$ cat src/hw/rtl/contiguous_frame_allocator_macros.svh
// assertion macros for the contiguous frame allocator
// used by the top level only; no other dependencies
`ifndef CONTIGUOUS_FRAME_ALLOCATOR_MACROS_SVH
`define CONTIGUOUS_FRAME_ALLOCATOR_MACROS_SVH

// same-cycle implication, disabled in reset
`define CFA_ASSERT_NOW(label, clk, rstn, ante, cons) \
    label: assert property (@(posedge clk) disable iff (!rstn) (ante) |-> (cons)) \
        else $error("allocator check failed");

// next-cycle implication, disabled in reset
`define CFA_ASSERT_NEXT(label, clk, rstn, ante, cons) \
    label: assert property (@(posedge clk) disable iff (!rstn) (ante) |=> (cons)) \
        else $error("allocator check failed");

`endif

$ cat src/hw/rtl/cfa_pkg.sv
// shared types and constants of the contiguous frame allocator
// used by cfa_ctrl, cfa_dp and the top level; no dependencies
package cfa_pkg;

    localparam int FRAME_W   = 20;
    localparam int COUNT_W   = 11;
    localparam int CFG_IDX_W = 2;

    localparam logic [COUNT_W-1:0] FREE_RESET = 11'd1023;
    localparam logic [COUNT_W-1:0] COUNT_MAX  = 11'd2047;

    localparam logic [CFG_IDX_W-1:0] CFG_BASE    = 2'd0;
    localparam logic [CFG_IDX_W-1:0] CFG_POOL    = 2'd1;
    localparam logic [CFG_IDX_W-1:0] CFG_RESERVE = 2'd2;

    typedef enum logic [1:0] {CMD_ALLOC, CMD_RELEASE, CMD_MARK, CMD_INIT} cmd_t;
    typedef enum logic [1:0] {
        STATUS_OK, STATUS_NO_SPACE, STATUS_RANGE, STATUS_NOT_HEAD
    } status_t;
    typedef enum logic [1:0] {FS_FREE, FS_INACC, FS_HEAD, FS_ALLOC} fstate_t;

    typedef enum logic [3:0] {
        S_WIPE, S_IDLE, S_DISPATCH, S_SCAN, S_FILL, S_REL_RD, S_REL_CHK,
        S_WALK, S_MARK, S_INIT, S_DONE
    } ctrl_state_t;

    typedef enum logic [2:0] {PTR_HOLD, PTR_ZERO, PTR_INC, PTR_IDX, PTR_HIT} ptr_op_t;
    typedef enum logic [2:0] {
        WR_NONE, WR_FILL, WR_FREE, WR_INACC, WR_WIPE, WR_INIT
    } wr_op_t;
    typedef enum logic [1:0] {FREE_HOLD, FREE_INC, FREE_SUB, FREE_INIT} free_op_t;
    typedef enum logic [2:0] {
        RES_HOLD, RES_OK, RES_HIT, RES_NO_SPACE, RES_RANGE, RES_NOT_HEAD
    } res_op_t;

    // commands from controller to datapath
    typedef struct packed {
        logic     load;
        ptr_op_t  ptr_op;
        logic     rd_req;
        logic     scan;
        logic     run_clr;
        wr_op_t   wr_op;
        logic     rem_load;
        logic     rem_dec;
        free_op_t free_op;
        res_op_t  res_op;
        logic     out_load;
    } ctl_t;

    // status from datapath to controller
    typedef struct packed {
        cmd_t    cmd;
        logic    cnt_zero;
        logic    rel_ok;
        logic    mark_ok;
        logic    rvalid;
        fstate_t rdata;
        logic    hit;
        logic    scan_end;
        logic    rem_last;
        logic    wipe_last;
        logic    out_free;
    } sts_t;

endpackage

$ cat src/hw/rtl/cfa_ctrl.sv
// controller state machine of the contiguous frame allocator
// depends on cfa_pkg; drives cfa_dp through ctl_t, reads sts_t
module cfa_ctrl
    import cfa_pkg::*;
(
    input  logic   aclk,
    input  logic   aresetn,
    input  logic   s_tvalid,
    output logic   s_tready,
    input  sts_t   sts,
    output ctl_t   ctl
);

    ctrl_state_t state_reg, state_next;

    // state register
    always_ff @(posedge aclk) begin
        if (!aresetn) begin
            state_reg <= S_WIPE;
        end else begin
            state_reg <= state_next;
        end
    end

    assign s_tready = (state_reg == S_IDLE);

    // next state and commands
    always_comb begin
        state_next = state_reg;
        ctl        = '0;
        unique case (state_reg)
            S_WIPE: begin
                ctl.wr_op  = WR_WIPE;
                ctl.ptr_op = PTR_INC;
                if (sts.wipe_last) begin
                    ctl.ptr_op = PTR_ZERO;
                    state_next = S_IDLE;
                end
            end
            S_IDLE: begin
                if (s_tvalid) begin
                    ctl.load   = 1'b1;
                    state_next = S_DISPATCH;
                end
            end
            S_DISPATCH: begin
                unique case (sts.cmd)
                    CMD_ALLOC: begin
                        if (sts.cnt_zero) begin
                            ctl.res_op = RES_NO_SPACE;
                            state_next = S_DONE;
                        end else begin
                            ctl.ptr_op  = PTR_ZERO;
                            ctl.run_clr = 1'b1;
                            state_next  = S_SCAN;
                        end
                    end
                    CMD_RELEASE: begin
                        if (!sts.rel_ok) begin
                            ctl.res_op = RES_RANGE;
                            state_next = S_DONE;
                        end else begin
                            ctl.ptr_op = PTR_IDX;
                            state_next = S_REL_RD;
                        end
                    end
                    CMD_MARK: begin
                        if (!sts.mark_ok) begin
                            ctl.res_op = RES_RANGE;
                            state_next = S_DONE;
                        end else if (sts.cnt_zero) begin
                            ctl.res_op = RES_OK;
                            state_next = S_DONE;
                        end else begin
                            ctl.ptr_op   = PTR_IDX;
                            ctl.rem_load = 1'b1;
                            state_next   = S_MARK;
                        end
                    end
                    CMD_INIT: begin
                        ctl.ptr_op = PTR_ZERO;
                        state_next = S_INIT;
                    end
                    default: begin
                        state_next = S_DONE;
                    end
                endcase
            end
            S_SCAN: begin
                ctl.rd_req = 1'b1;
                ctl.ptr_op = PTR_INC;
                ctl.scan   = 1'b1;
                if (sts.hit) begin
                    ctl.ptr_op   = PTR_HIT;
                    ctl.rem_load = 1'b1;
                    state_next   = S_FILL;
                end else if (sts.scan_end) begin
                    ctl.res_op = RES_NO_SPACE;
                    state_next = S_DONE;
                end
            end
            S_FILL: begin
                ctl.wr_op   = WR_FILL;
                ctl.ptr_op  = PTR_INC;
                ctl.rem_dec = 1'b1;
                if (sts.rem_last) begin
                    ctl.free_op = FREE_SUB;
                    ctl.res_op  = RES_HIT;
                    state_next  = S_DONE;
                end
            end
            S_REL_RD: begin
                ctl.rd_req = 1'b1;
                ctl.ptr_op = PTR_INC;
                state_next = S_REL_CHK;
            end
            S_REL_CHK: begin
                if (sts.rdata != FS_HEAD) begin
                    ctl.res_op = RES_NOT_HEAD;
                    state_next = S_DONE;
                end else begin
                    ctl.wr_op   = WR_FREE;
                    ctl.free_op = FREE_INC;
                    ctl.rd_req  = 1'b1;
                    ctl.ptr_op  = PTR_INC;
                    state_next  = S_WALK;
                end
            end
            S_WALK: begin
                if (sts.rvalid && sts.rdata == FS_ALLOC) begin
                    ctl.wr_op   = WR_FREE;
                    ctl.free_op = FREE_INC;
                    ctl.rd_req  = 1'b1;
                    ctl.ptr_op  = PTR_INC;
                end else begin
                    ctl.res_op = RES_OK;
                    state_next = S_DONE;
                end
            end
            S_MARK: begin
                ctl.wr_op   = WR_INACC;
                ctl.ptr_op  = PTR_INC;
                ctl.rem_dec = 1'b1;
                if (sts.rem_last) begin
                    ctl.free_op = FREE_SUB;
                    ctl.res_op  = RES_OK;
                    state_next  = S_DONE;
                end
            end
            S_INIT: begin
                ctl.wr_op  = WR_INIT;
                ctl.ptr_op = PTR_INC;
                if (sts.wipe_last) begin
                    ctl.ptr_op  = PTR_ZERO;
                    ctl.free_op = FREE_INIT;
                    ctl.res_op  = RES_OK;
                    state_next  = S_DONE;
                end
            end
            S_DONE: begin
                if (sts.out_free) begin
                    ctl.out_load = 1'b1;
                    state_next   = S_IDLE;
                end
            end
            default: begin
                state_next = S_IDLE;
            end
        endcase
    end

endmodule

$ cat src/hw/rtl/cfa_dp.sv
// datapath of the contiguous frame allocator: frame state memory,
// pointers, counters, config registers and output register; uses cfa_pkg
module cfa_dp
    import cfa_pkg::*;
#(
    parameter int MAX_FRAMES = 1024
) (
    input  logic                 aclk,
    input  logic                 aresetn,
    input  logic [31:0]          s_tdata,   // frame_number[19:0], count[30:20], zero
    input  logic [1:0]           s_tuser,   // command[1:0]
    output logic                 m_tvalid,
    input  logic                 m_tready,
    output logic [31:0]          m_tdata,   // result_frame[19:0], free_frames[30:20], zero
    output logic [1:0]           m_tuser,   // status[1:0]
    input  logic                 cfg_valid,
    input  logic [CFG_IDX_W-1:0] cfg_index,
    input  logic [FRAME_W-1:0]   cfg_data,
    input  ctl_t                 ctl,
    output sts_t                 sts
);

    localparam int NW = $clog2(MAX_FRAMES + 1);
    localparam int AW = $clog2(MAX_FRAMES);

    // config registers
    logic [FRAME_W-1:0] base_reg;
    logic [COUNT_W-1:0] pool_reg;
    logic               reserve_reg;

    always_ff @(posedge aclk) begin
        if (!aresetn) begin
            base_reg    <= '0;
            pool_reg    <= 11'd1024;
            reserve_reg <= 1'b1;
        end else if (cfg_valid) begin
            unique case (cfg_index)
                CFG_BASE:    base_reg    <= cfg_data;
                CFG_POOL:    pool_reg    <= cfg_data[COUNT_W-1:0];
                CFG_RESERVE: reserve_reg <= cfg_data[0];
                default:     ;
            endcase
        end
    end

    // latched command word
    cmd_t               cmd_reg;
    logic [FRAME_W-1:0] frame_reg;
    logic [COUNT_W-1:0] cnt_reg;

    always_ff @(posedge aclk) begin
        if (ctl.load) begin
            cmd_reg   <= cmd_t'(s_tuser);
            frame_reg <= s_tdata[FRAME_W-1:0];
            cnt_reg   <= s_tdata[FRAME_W+COUNT_W-1:FRAME_W];
        end
    end

    // pool size and range checks
    logic [NW-1:0]      n_pool;
    logic [FRAME_W:0]   diff;
    logic [NW-1:0]      idx;

    assign n_pool = (32'(pool_reg) < 32'(MAX_FRAMES)) ? NW'(pool_reg) : NW'(MAX_FRAMES);
    assign diff   = {1'b0, frame_reg} - {1'b0, base_reg};
    assign idx    = diff[NW-1:0];

    // pointers, run length, head and remaining count
    logic [NW-1:0]      ptr_reg, ptr_next;
    logic [NW-1:0]      rptr_reg;
    logic               rvalid_reg;
    logic [COUNT_W-1:0] run_reg;
    logic [NW-1:0]      head_reg, head_next;
    logic [COUNT_W-1:0] rem_reg;
    fstate_t            rdata_reg;
    logic               hit;

    assign head_next = NW'(32'(rptr_reg) + 32'd1 - 32'(cnt_reg));
    assign hit = rvalid_reg && (rdata_reg == FS_FREE) && (run_reg + 11'd1 == cnt_reg);

    always_comb begin
        unique case (ctl.ptr_op)
            PTR_HOLD: ptr_next = ptr_reg;
            PTR_ZERO: ptr_next = '0;
            PTR_INC:  ptr_next = ptr_reg + 1'b1;
            PTR_IDX:  ptr_next = idx;
            PTR_HIT:  ptr_next = head_next;
            default:  ptr_next = ptr_reg;
        endcase
    end

    always_ff @(posedge aclk) begin
        if (!aresetn) begin
            ptr_reg    <= '0;
            rvalid_reg <= 1'b0;
        end else begin
            ptr_reg    <= ptr_next;
            rvalid_reg <= ctl.rd_req && (ptr_reg < n_pool);
        end
    end

    always_ff @(posedge aclk) begin
        rptr_reg <= ptr_reg;
        if (ctl.run_clr) begin
            run_reg <= '0;
        end else if (ctl.scan && rvalid_reg) begin
            run_reg <= (rdata_reg == FS_FREE) ? run_reg + 11'd1 : '0;
        end
        if (ctl.scan && hit) begin
            head_reg <= head_next;
        end
        if (ctl.rem_load) begin
            rem_reg <= cnt_reg;
        end else if (ctl.rem_dec) begin
            rem_reg <= rem_reg - 11'd1;
        end
    end

    // frame state memory, one write and one registered read a cycle
    fstate_t        mem [MAX_FRAMES];
    logic           we;
    logic [AW-1:0]  waddr;
    fstate_t        wdata;

    always_comb begin
        we    = 1'b1;
        waddr = ptr_reg[AW-1:0];
        wdata = FS_FREE;
        unique case (ctl.wr_op)
            WR_NONE:  we = 1'b0;
            WR_FILL:  wdata = (ptr_reg == head_reg) ? FS_HEAD : FS_ALLOC;
            WR_FREE:  waddr = rptr_reg[AW-1:0];
            WR_INACC: wdata = FS_INACC;
            WR_WIPE:  wdata = (ptr_reg == '0) ? FS_HEAD : FS_FREE;
            WR_INIT:  wdata = (ptr_reg == '0 && reserve_reg && n_pool != '0)
                              ? FS_HEAD : FS_FREE;
            default:  we = 1'b0;
        endcase
    end

    always_ff @(posedge aclk) begin
        if (we) begin
            mem[waddr] <= wdata;
        end
        rdata_reg <= mem[ptr_reg[AW-1:0]];
    end

    // running free count
    logic [COUNT_W-1:0] free_reg;

    always_ff @(posedge aclk) begin
        if (!aresetn) begin
            free_reg <= FREE_RESET;
        end else begin
            unique case (ctl.free_op)
                FREE_HOLD: ;
                FREE_INC:  if (free_reg != COUNT_MAX) free_reg <= free_reg + 11'd1;
                FREE_SUB:  free_reg <= (cnt_reg >= free_reg) ? '0 : free_reg - cnt_reg;
                FREE_INIT: free_reg <= (reserve_reg && n_pool != '0)
                                       ? COUNT_W'(n_pool - 1'b1) : COUNT_W'(n_pool);
                default:   ;
            endcase
        end
    end

    // pending result
    logic [FRAME_W-1:0] res_frame_reg;
    status_t            res_status_reg;

    always_ff @(posedge aclk) begin
        unique case (ctl.res_op)
            RES_HOLD: ;
            RES_OK: begin
                res_frame_reg  <= '0;
                res_status_reg <= STATUS_OK;
            end
            RES_HIT: begin
                res_frame_reg  <= FRAME_W'(32'(base_reg) + 32'(head_reg));
                res_status_reg <= STATUS_OK;
            end
            RES_NO_SPACE: begin
                res_frame_reg  <= '0;
                res_status_reg <= STATUS_NO_SPACE;
            end
            RES_RANGE: begin
                res_frame_reg  <= '0;
                res_status_reg <= STATUS_RANGE;
            end
            RES_NOT_HEAD: begin
                res_frame_reg  <= '0;
                res_status_reg <= STATUS_NOT_HEAD;
            end
            default: ;
        endcase
    end

    // output register
    logic               m_valid_reg;
    logic [31:0]        m_data_reg;
    logic [1:0]         m_user_reg;

    always_ff @(posedge aclk) begin
        if (!aresetn) begin
            m_valid_reg <= 1'b0;
        end else if (ctl.out_load) begin
            m_valid_reg <= 1'b1;
        end else if (m_tready) begin
            m_valid_reg <= 1'b0;
        end
    end

    always_ff @(posedge aclk) begin
        if (ctl.out_load) begin
            m_data_reg <= {1'b0, free_reg, res_frame_reg};
            m_user_reg <= res_status_reg;
        end
    end

    assign m_tvalid = m_valid_reg;
    assign m_tdata  = m_data_reg;
    assign m_tuser  = m_user_reg;

    // status to controller
    assign sts.cmd       = cmd_reg;
    assign sts.cnt_zero  = (cnt_reg == '0);
    assign sts.rel_ok    = !diff[FRAME_W] && (diff[FRAME_W-1:0] < FRAME_W'(n_pool));
    assign sts.mark_ok   = !diff[FRAME_W] &&
                           ((22'(base_reg) + 22'(n_pool)) >= (22'(frame_reg) + 22'(cnt_reg)));
    assign sts.rvalid    = rvalid_reg;
    assign sts.rdata     = rdata_reg;
    assign sts.hit       = hit;
    assign sts.scan_end  = !rvalid_reg && (ptr_reg >= n_pool);
    assign sts.rem_last  = (rem_reg == 11'd1);
    assign sts.wipe_last = (ptr_reg == NW'(MAX_FRAMES - 1));
    assign sts.out_free  = !m_valid_reg || m_tready;

endmodule

$ cat src/hw/rtl/contiguous_frame_allocator.sv
// commands are handled one at a time; each walk of the state memory covers one frame a cycle
// reset: synchronous, active low; afterwards a clearing pass over all MAX_FRAMES entries
// writes the state memory while s_tready stays low; config writes are taken meanwhile
module contiguous_frame_allocator
    import cfa_pkg::*;
#(
    parameter int MAX_FRAMES = 1024
) (
    input  logic                 aclk,
    input  logic                 aresetn,
    input  logic                 s_tvalid,
    output logic                 s_tready,
    input  logic [31:0]          s_tdata,   // frame_number[19:0], count[30:20], zero
    input  logic [1:0]           s_tuser,   // command[1:0]
    output logic                 m_tvalid,
    input  logic                 m_tready,
    output logic [31:0]          m_tdata,   // result_frame[19:0], free_frames[30:20], zero
    output logic [1:0]           m_tuser,   // status[1:0]
    input  logic                 cfg_valid,
    output logic                 cfg_ready,
    input  logic [CFG_IDX_W-1:0] cfg_index,
    input  logic [FRAME_W-1:0]   cfg_data
);

`include "contiguous_frame_allocator_macros.svh"

    ctl_t ctl;
    sts_t sts;

    assign cfg_ready = 1'b1;

    cfa_ctrl u_ctrl (
        .aclk     (aclk),
        .aresetn  (aresetn),
        .s_tvalid (s_tvalid),
        .s_tready (s_tready),
        .sts      (sts),
        .ctl      (ctl)
    );

    cfa_dp #(
        .MAX_FRAMES (MAX_FRAMES)
    ) u_dp (
        .aclk      (aclk),
        .aresetn   (aresetn),
        .s_tdata   (s_tdata),
        .s_tuser   (s_tuser),
        .m_tvalid  (m_tvalid),
        .m_tready  (m_tready),
        .m_tdata   (m_tdata),
        .m_tuser   (m_tuser),
        .cfg_valid (cfg_valid && cfg_ready),
        .cfg_index (cfg_index),
        .cfg_data  (cfg_data),
        .ctl       (ctl),
        .sts       (sts)
    );

    // one command in flight at a time
    `CFA_ASSERT_NEXT(a_one_word, aclk, aresetn, s_tvalid && s_tready, !s_tready)
    // no memory write while waiting for a command
    `CFA_ASSERT_NOW(a_idle_no_write, aclk, aresetn, s_tready, ctl.wr_op == WR_NONE)
    // failed commands report frame zero
    `CFA_ASSERT_NOW(a_fail_zero, aclk, aresetn, m_tvalid && m_tuser != STATUS_OK, m_tdata[19:0] == 20'd0)

endmodule

$ cat config.mk
export PLATFORM = sky130hd
export DESIGN_NAME = contiguous_frame_allocator
export DESIGN_NICKNAME = d
export VERILOG_FILES = /design/src/hw/rtl/cfa_pkg.sv /design/src/hw/rtl/cfa_ctrl.sv /design/src/hw/rtl/cfa_dp.sv /design/src/hw/rtl/contiguous_frame_allocator.sv
export VERILOG_INCLUDE_DIRS = /design/src /design/src/hw/rtl
export SDC_FILE = /design/constraint.sdc
export NUM_CORES = 2
export LEC_CHECK = 0
export ABC_AREA = 1
export BUFFER_PORTS_ARGS = -buffer_cell sky130_fd_sc_hd__buf_2
export CAP_MARGIN = 20
export CORE_ASPECT_RATIO = 0.5
export CORE_MARGIN = 5
export CORE_UTILIZATION = 50
export DETAILED_ROUTE_END_ITERATION = 10
export PLACE_DENSITY = 0.62
export SYNTH_ARGS = -nofsm -noshare
export SYNTH_HDL_FRONTEND = slang
export SYNTH_HIERARCHICAL = 1
export SYNTH_SLANG_ARGS = --single-unit
$ cat constraint.sdc
create_clock -name aclk -period 68.2 [get_ports aclk]
set_input_delay 10.23 -clock aclk [delete_from_list [all_inputs] [get_ports aclk]]
set_output_delay 10.23 -clock aclk [all_outputs]
set_load 0.01 [all_outputs]
# Word-level counts from Yosys, hierarchy flattened
# Memory sizes are Yosys's and may differ from the RTL's. A register that Yosys moved wholly into a read port is not among the register bits.
# Index checks and enable logic that the tools add are counted.
# word_totals
input_bits	61
ff_bits	192
output_inout_bits	37
memories	1
mem_bits_rw	2048
# mem_list
memory	words	word_bits	rd	rd_clocked_by_memory_dff	write_ports	line_no	source
u_dp.mem	1024	2	1	1	1	cfa_dp.sv:120	fstate_t mem [MAX_FRAMES];
# classes
addsub	12
muxes	79
n_reduce_logical	41
magnitude_cmp	6
n_eq_ne	47
# op_table
operator	n
11-bit 2-to-1 mux	7
11-bit by 1-bit adder with 11-bit output, second input constant	4
4-bit 2-to-1 mux	11
11-bit one-hot mux with 4 select lines	1
20-bit by 11-bit adder with 21-bit output	2
20-bit one-hot mux with 2 select lines	1
4-bit one-hot mux with 10 select lines	1
3-bit one-hot mux with 6 select lines	2
11-bit one-hot mux with 3 select lines	1
3-bit 2-to-1 mux	8
1-bit 2-to-1 mux	23
11-bit == test	2
11-bit >= comparator	2
22-bit >= comparator	1
11-bit logical NOT	2
2-bit 2-to-1 mux	11
11-bit by 1-bit subtractor with 11-bit output, second input constant	2
11-bit subtractor	2
3-bit one-hot mux with 7 select lines	1
20-bit by 20-bit subtractor with 21-bit output	1
20-bit by 11-bit adder with 20-bit output	1
20-bit by 11-bit < comparator with 1-bit output	1
3-bit by 2-bit == test with 1-bit output, second input constant	6
4-bit by 3-bit == test with 1-bit output, second input constant	4
39 further kinds	88

# Depth between registers and ports, before layout
# logic_depth
depth_word	11
depth_mapped	34
mapped_depth_nobuf	33

# Cells and area by module
# The synthesis kept the hierarchy.
# by_module_without_submodules
module	cells_per_inst	n_inst	area_each_um2
cfa_dp	10135	1	101753.8
cfa_ctrl	140	1	716.9
contiguous_frame_allocator	2	1	11.3

# Least setup slack after synthesis
# No wires, ideal clock.
# synth_path
path_type	reg2reg
startpoint	register u_dp.ptr_reg[4]
endpoint	memory u_dp/mem[0][1] (netlist name) (data pin)
path_stages_with_launch	8
period_less_slack_ns	50.773
arrival_ns	42.474
setup_time_ns	8.299
setup_slack_ns	17.427
path_cell_list	dfxtp_1 buf_2 nor2_1 clkbuf_1 nand2_1 nor3_1 nand4_1 o31ai_1
# synth_between
elab_chain_len	5
word_cells_on_any_way	6
cone_classes	mux (3); reduce/logical (3)
# synth_lines
element	line_no	source
from (decl)	cfa_dp.sv:69	logic [NW-1:0] ptr_reg, ptr_next;
from (signal assigned)	cfa_dp.sv:97	ptr_reg <= ptr_next;
11-bit logical NOT *	cfa_dp.sv:134, cfa_dp.sv:135	
1-bit logical AND (2 in series)	cfa_dp.sv:135	WR_INIT: wdata = (ptr_reg == '0 && reserve_reg && n_pool != '0)
2-bit 2-to-1 mux	cfa_dp.sv:136	? FS_HEAD : FS_FREE;
2-bit one-hot mux with 4 select lines *	cfa_dp.sv:129	unique case (ctl.wr_op)
via u_dp.wdata[1]	cfa_dp.sv:123	fstate_t wdata;
to (decl)	cfa_dp.sv:120	
# The timed path passes the listed nets; every way through them passes the cells marked *.

# Final worst setup path
# layout_path
startpoint	register u_ctrl.state_reg[3]
endpoint	output s_tready
# layout_between
elab_chain_len	1
# layout_lines
element	line_no	source
from (decl)	cfa_ctrl.sv:14	ctrl_state_t state_reg, state_next;
from (signal assigned)	cfa_ctrl.sv:21	state_reg <= state_next;
4-bit by 1-bit == test with 1-bit output	cfa_ctrl.sv:25	assign s_tready = (state_reg == S_IDLE);
to (decl)	contiguous_frame_allocator.sv:12	output logic s_tready,
# Every way passes these cells.

==> key figures <==
Worst hold path
  • Hold Crit Start: u_dp/res_frame_reg[19]
  • Hold WC Path Type: reg -> reg

STA
  • Final hold violations: 0
  • Final Slew Violations: 0
  • RSZ-0062 raised after global routing: no
  • Final Worst Setup Slack: approximately 56 ns
  • Actual slew at the worst max-slew pin: around 1.3 ns
  • Worst relative slew slack: ~15%
  • Setup Viol. Count Final: 0
  • Setup TNS: 0 ns
  • Period utilisation layout: 17.7%
  • Clock skew: roughly 0.043 ns
  • Max Freq: ~0.083 GHz
  • Final min period: roughly 12 ns
  • Min Hold Slack: between 0.4 and 0.5 ns

Routing
  • Via count: ~74000
  • Routed len/inst: approximately 22 um
  • Post-route DRC: 0
  • Via density: between 5 and 6
  • Final WL: around 290000 um
  • Iteration-0 DRC Markers: between 8000 and 9000
  • Post-DRT Antenna Nets: 0
  • Pre-antenna DRT Iters: 6

Floorplan
  • Initial Util: around half
  • Top Ports: a little under 100
  • Num rows: between 100 and 150
  • DIE AREA: around 210000 um2
  • Die H: 330 um
  • Core Region: roughly 200000 um2
  • Width of the die: around 650 um

Logic synthesis
  • Synth top area share: around 63%
  • Area contributors post-synth: edfxtp_1 63%, nand2_1 9.4%, nor2_1 6.6%, nand3_1 6.5%, o21ai_0 2.1%
  • Ys Warns: 6
  • Syn avg cell area: ~10 um2
  • Sequential share of the synthesized area: roughly 65%
  • Cells after Synth: 10300
  • Register bit total from synthesis: about 2200
  • Post-Syn Area: between 100000 and 150000 um2
  • Post-synth cell types: 56
  • Syn nets: roughly 10000
  • Synth area leader: edfxtp_1

Final layout
  • Top reg by flops: u_dp/mem
  • Share of post-route cells with drive strength above 1: 6.03%
  • Layout area overhead: 8.12%
  • Fillers: 17900
  • Number of flip-flops under the largest register name: 2048
  • Nets: 10300

Setup path
  • Worst Path Arrival: ~1.8 ns
  • CP max FO: 6
  • Worst R2R Path Depth: 11
  • Critical Path RT: around 58 ns
  • Startpoint types: flop
  • Critical path class: reg -> out
  • Critical Path Sink: s_tready
  • Worst Setup SP: u_ctrl/state_reg[3]
  • Worst reg2reg setup slack: around 62 ns
  • R2R Path Start: u_dp/ptr_reg[2]
  • Reg2reg end: u_dp/mem[387][0]
  • Critical path capture point type: output pin

Clock tree
  • Number of buffers added for setup after CTS: 0
  • Total CTS buffers: a little over 200
  • TritonCTS clock tree: built
  • Clock transition at path regs: roughly 0.06 ns
  • Cts repair resizes: 0
  • Hold_buf cts: 0
  • Max clock buf depth: 4
  • Worst-Skew Late Latency: ~0.87 ns
  • Clk sinks: between 2000 and 2500
  • Root buf cell: clkbuf_16
  • H-tree depth: 4

Outcome
  • Outcome: completed

Global routing
  • GRT Total Usage: 26.6%
  • Initial antenna violation count: 14
  • GRT overflow: 0
  • First-pass GRT wire length: 430000 um
  • Vias in the first global route: between 60000 and 70000
  • Largest net degree at the start of global routing: approximately 250

Power
  • Pleak: between 0.03 and 0.04 uW
  • Peak supply drop: 44.5 uV
  • Pwr dens: between 30 and 40 nW/um2

Placed design
  • Setup WS pre-CTS: 56.17 ns
  • Port bufs: 94
  • DP HPWL: 159000 um
  • GPL Wtd Cong: 0.915

Job
  • Number of max-cap violations: 0
[final cells by class]
type                            count  area, um2  area share (%)
Timing Repair Buffer              235       1670            1.51
Clock buffer                      266       5460            4.93
Tap cell                         2737       3420            3.09
Sequential cell                  2242      66500            60.0
Clock inverter                    102        718           0.648
Multi-Input combinational cell   6834      30900            27.9
Antenna cell                        3       7.51         0.00678
Inverter                          544       2080            1.88
[metrics by stage]
step                instance area [um2]  total power (uW)  util, %  instances
floorplan                        102000              2730        -      10300
global placement                 105000              2700     51.4      12600
detailed placement               105000              2710     51.4      12600
CTS                              111000              3790     54.4      13000
global route                     111000              3960     54.4      13000
finish                           111000              3790     54.4      13000
[synth_stat cells, drive strengths merged]
master   instances
o2111ai          8
xor2            61
nand4           22
a22oi            1
o21bai          10
o221ai           2
a211oi           4
ha             124
buf            489
clkbuf         168
inv            541
and3             1
a31oi           12
clkinv           3
a2111oi          1
or2             16
o211ai          87
nand2         2587
nor4b            1
nor2          1831
o21a             4
o31ai            1
xnor2           17
nor3            41
o21ai          452
dfxtp           84
a21oi          168
conb             2
and2             2
o22ai            3
fa               5
a21boi           7
a41oi            7
nor3b            3
nor4             6
edfxtp        2158
nand3         1332
nand3b           7
a21o             9
[worst max-delay path, stage by stage (launching register included)]
cell and delay (ns):
dfxtp_1 0.36, inv_2 0.13, nand2_1 0.15, nor2_1 0.19, buf_2 0.16
[worst min-delay path by stage]
stage	end	slack, ns	cells past startpoint
final	u_dp/m_tdata[19]	0.42	0
after global routing	u_dp/m_tdata[19]	0.43	0
after CTS	u_dp/m_tdata[19]	0.42	0
after detailed placement	u_dp/m_tdata[19]	0.40	0
after global placement	u_dp/m_tdata[13]	0.40	0
after floorplan	u_dp/rptr_reg[2]	0.35	0
[routing by layer]
metal | GRT usage (%) | wire, um | up-vias
met4 | 7.21 | 7980 | 2
met1 | 37.7 | 122000 | 35900
met5 | 0 | 11 | -
li1 | - | - | 34300
met2 | 43.0 | 132000 | 3196
met3 | 4.16 | 28700 | 460
[power by group]
part           leakage (uW)  internal (uW)  total [uW]  switching (uW)
Sequential           0.0194           1660        1680            18.7
Combinational        0.0175            241        1010             773
Clock               0.00303            600        1100             499
[placed cells by master (no fill, tap or decap), drive strengths merged, types with 16 or more instances in the layout]
| cell | count |
|---|---|
| xnor2 | 17 |
| or2 | 16 |
| nand2 | 2587 |
| edfxtp | 2158 |
| ha | 124 |
| clkbuf | 266 |
| nand4 | 22 |
| xor2 | 61 |
| clkinv | 88 |
| o211ai | 87 |
| nor2 | 1831 |
| buf | 235 |
| nor3 | 41 |
| nand3 | 1332 |
| a21oi | 168 |
| o21ai | 452 |
| inv | 545 |
| dfxtp | 84 |
[cell families (layout without fill, tap and decap cells)]
group	Yosys count	in the layout	share of synthesized area [%]
buffers and inverters	1201	1147	5.22
adders and majority gates	129	129	1.61
AOI/OAI and AO/OA	776	776	4.24
and+or+nand+nor	5849	5849	23.4
xor gates and xnor gates	78	78	0.667
other	2	5	0.00733
DFF	2242	2242	64.9
Note: power is estimated with default switching activity, not from simulation.
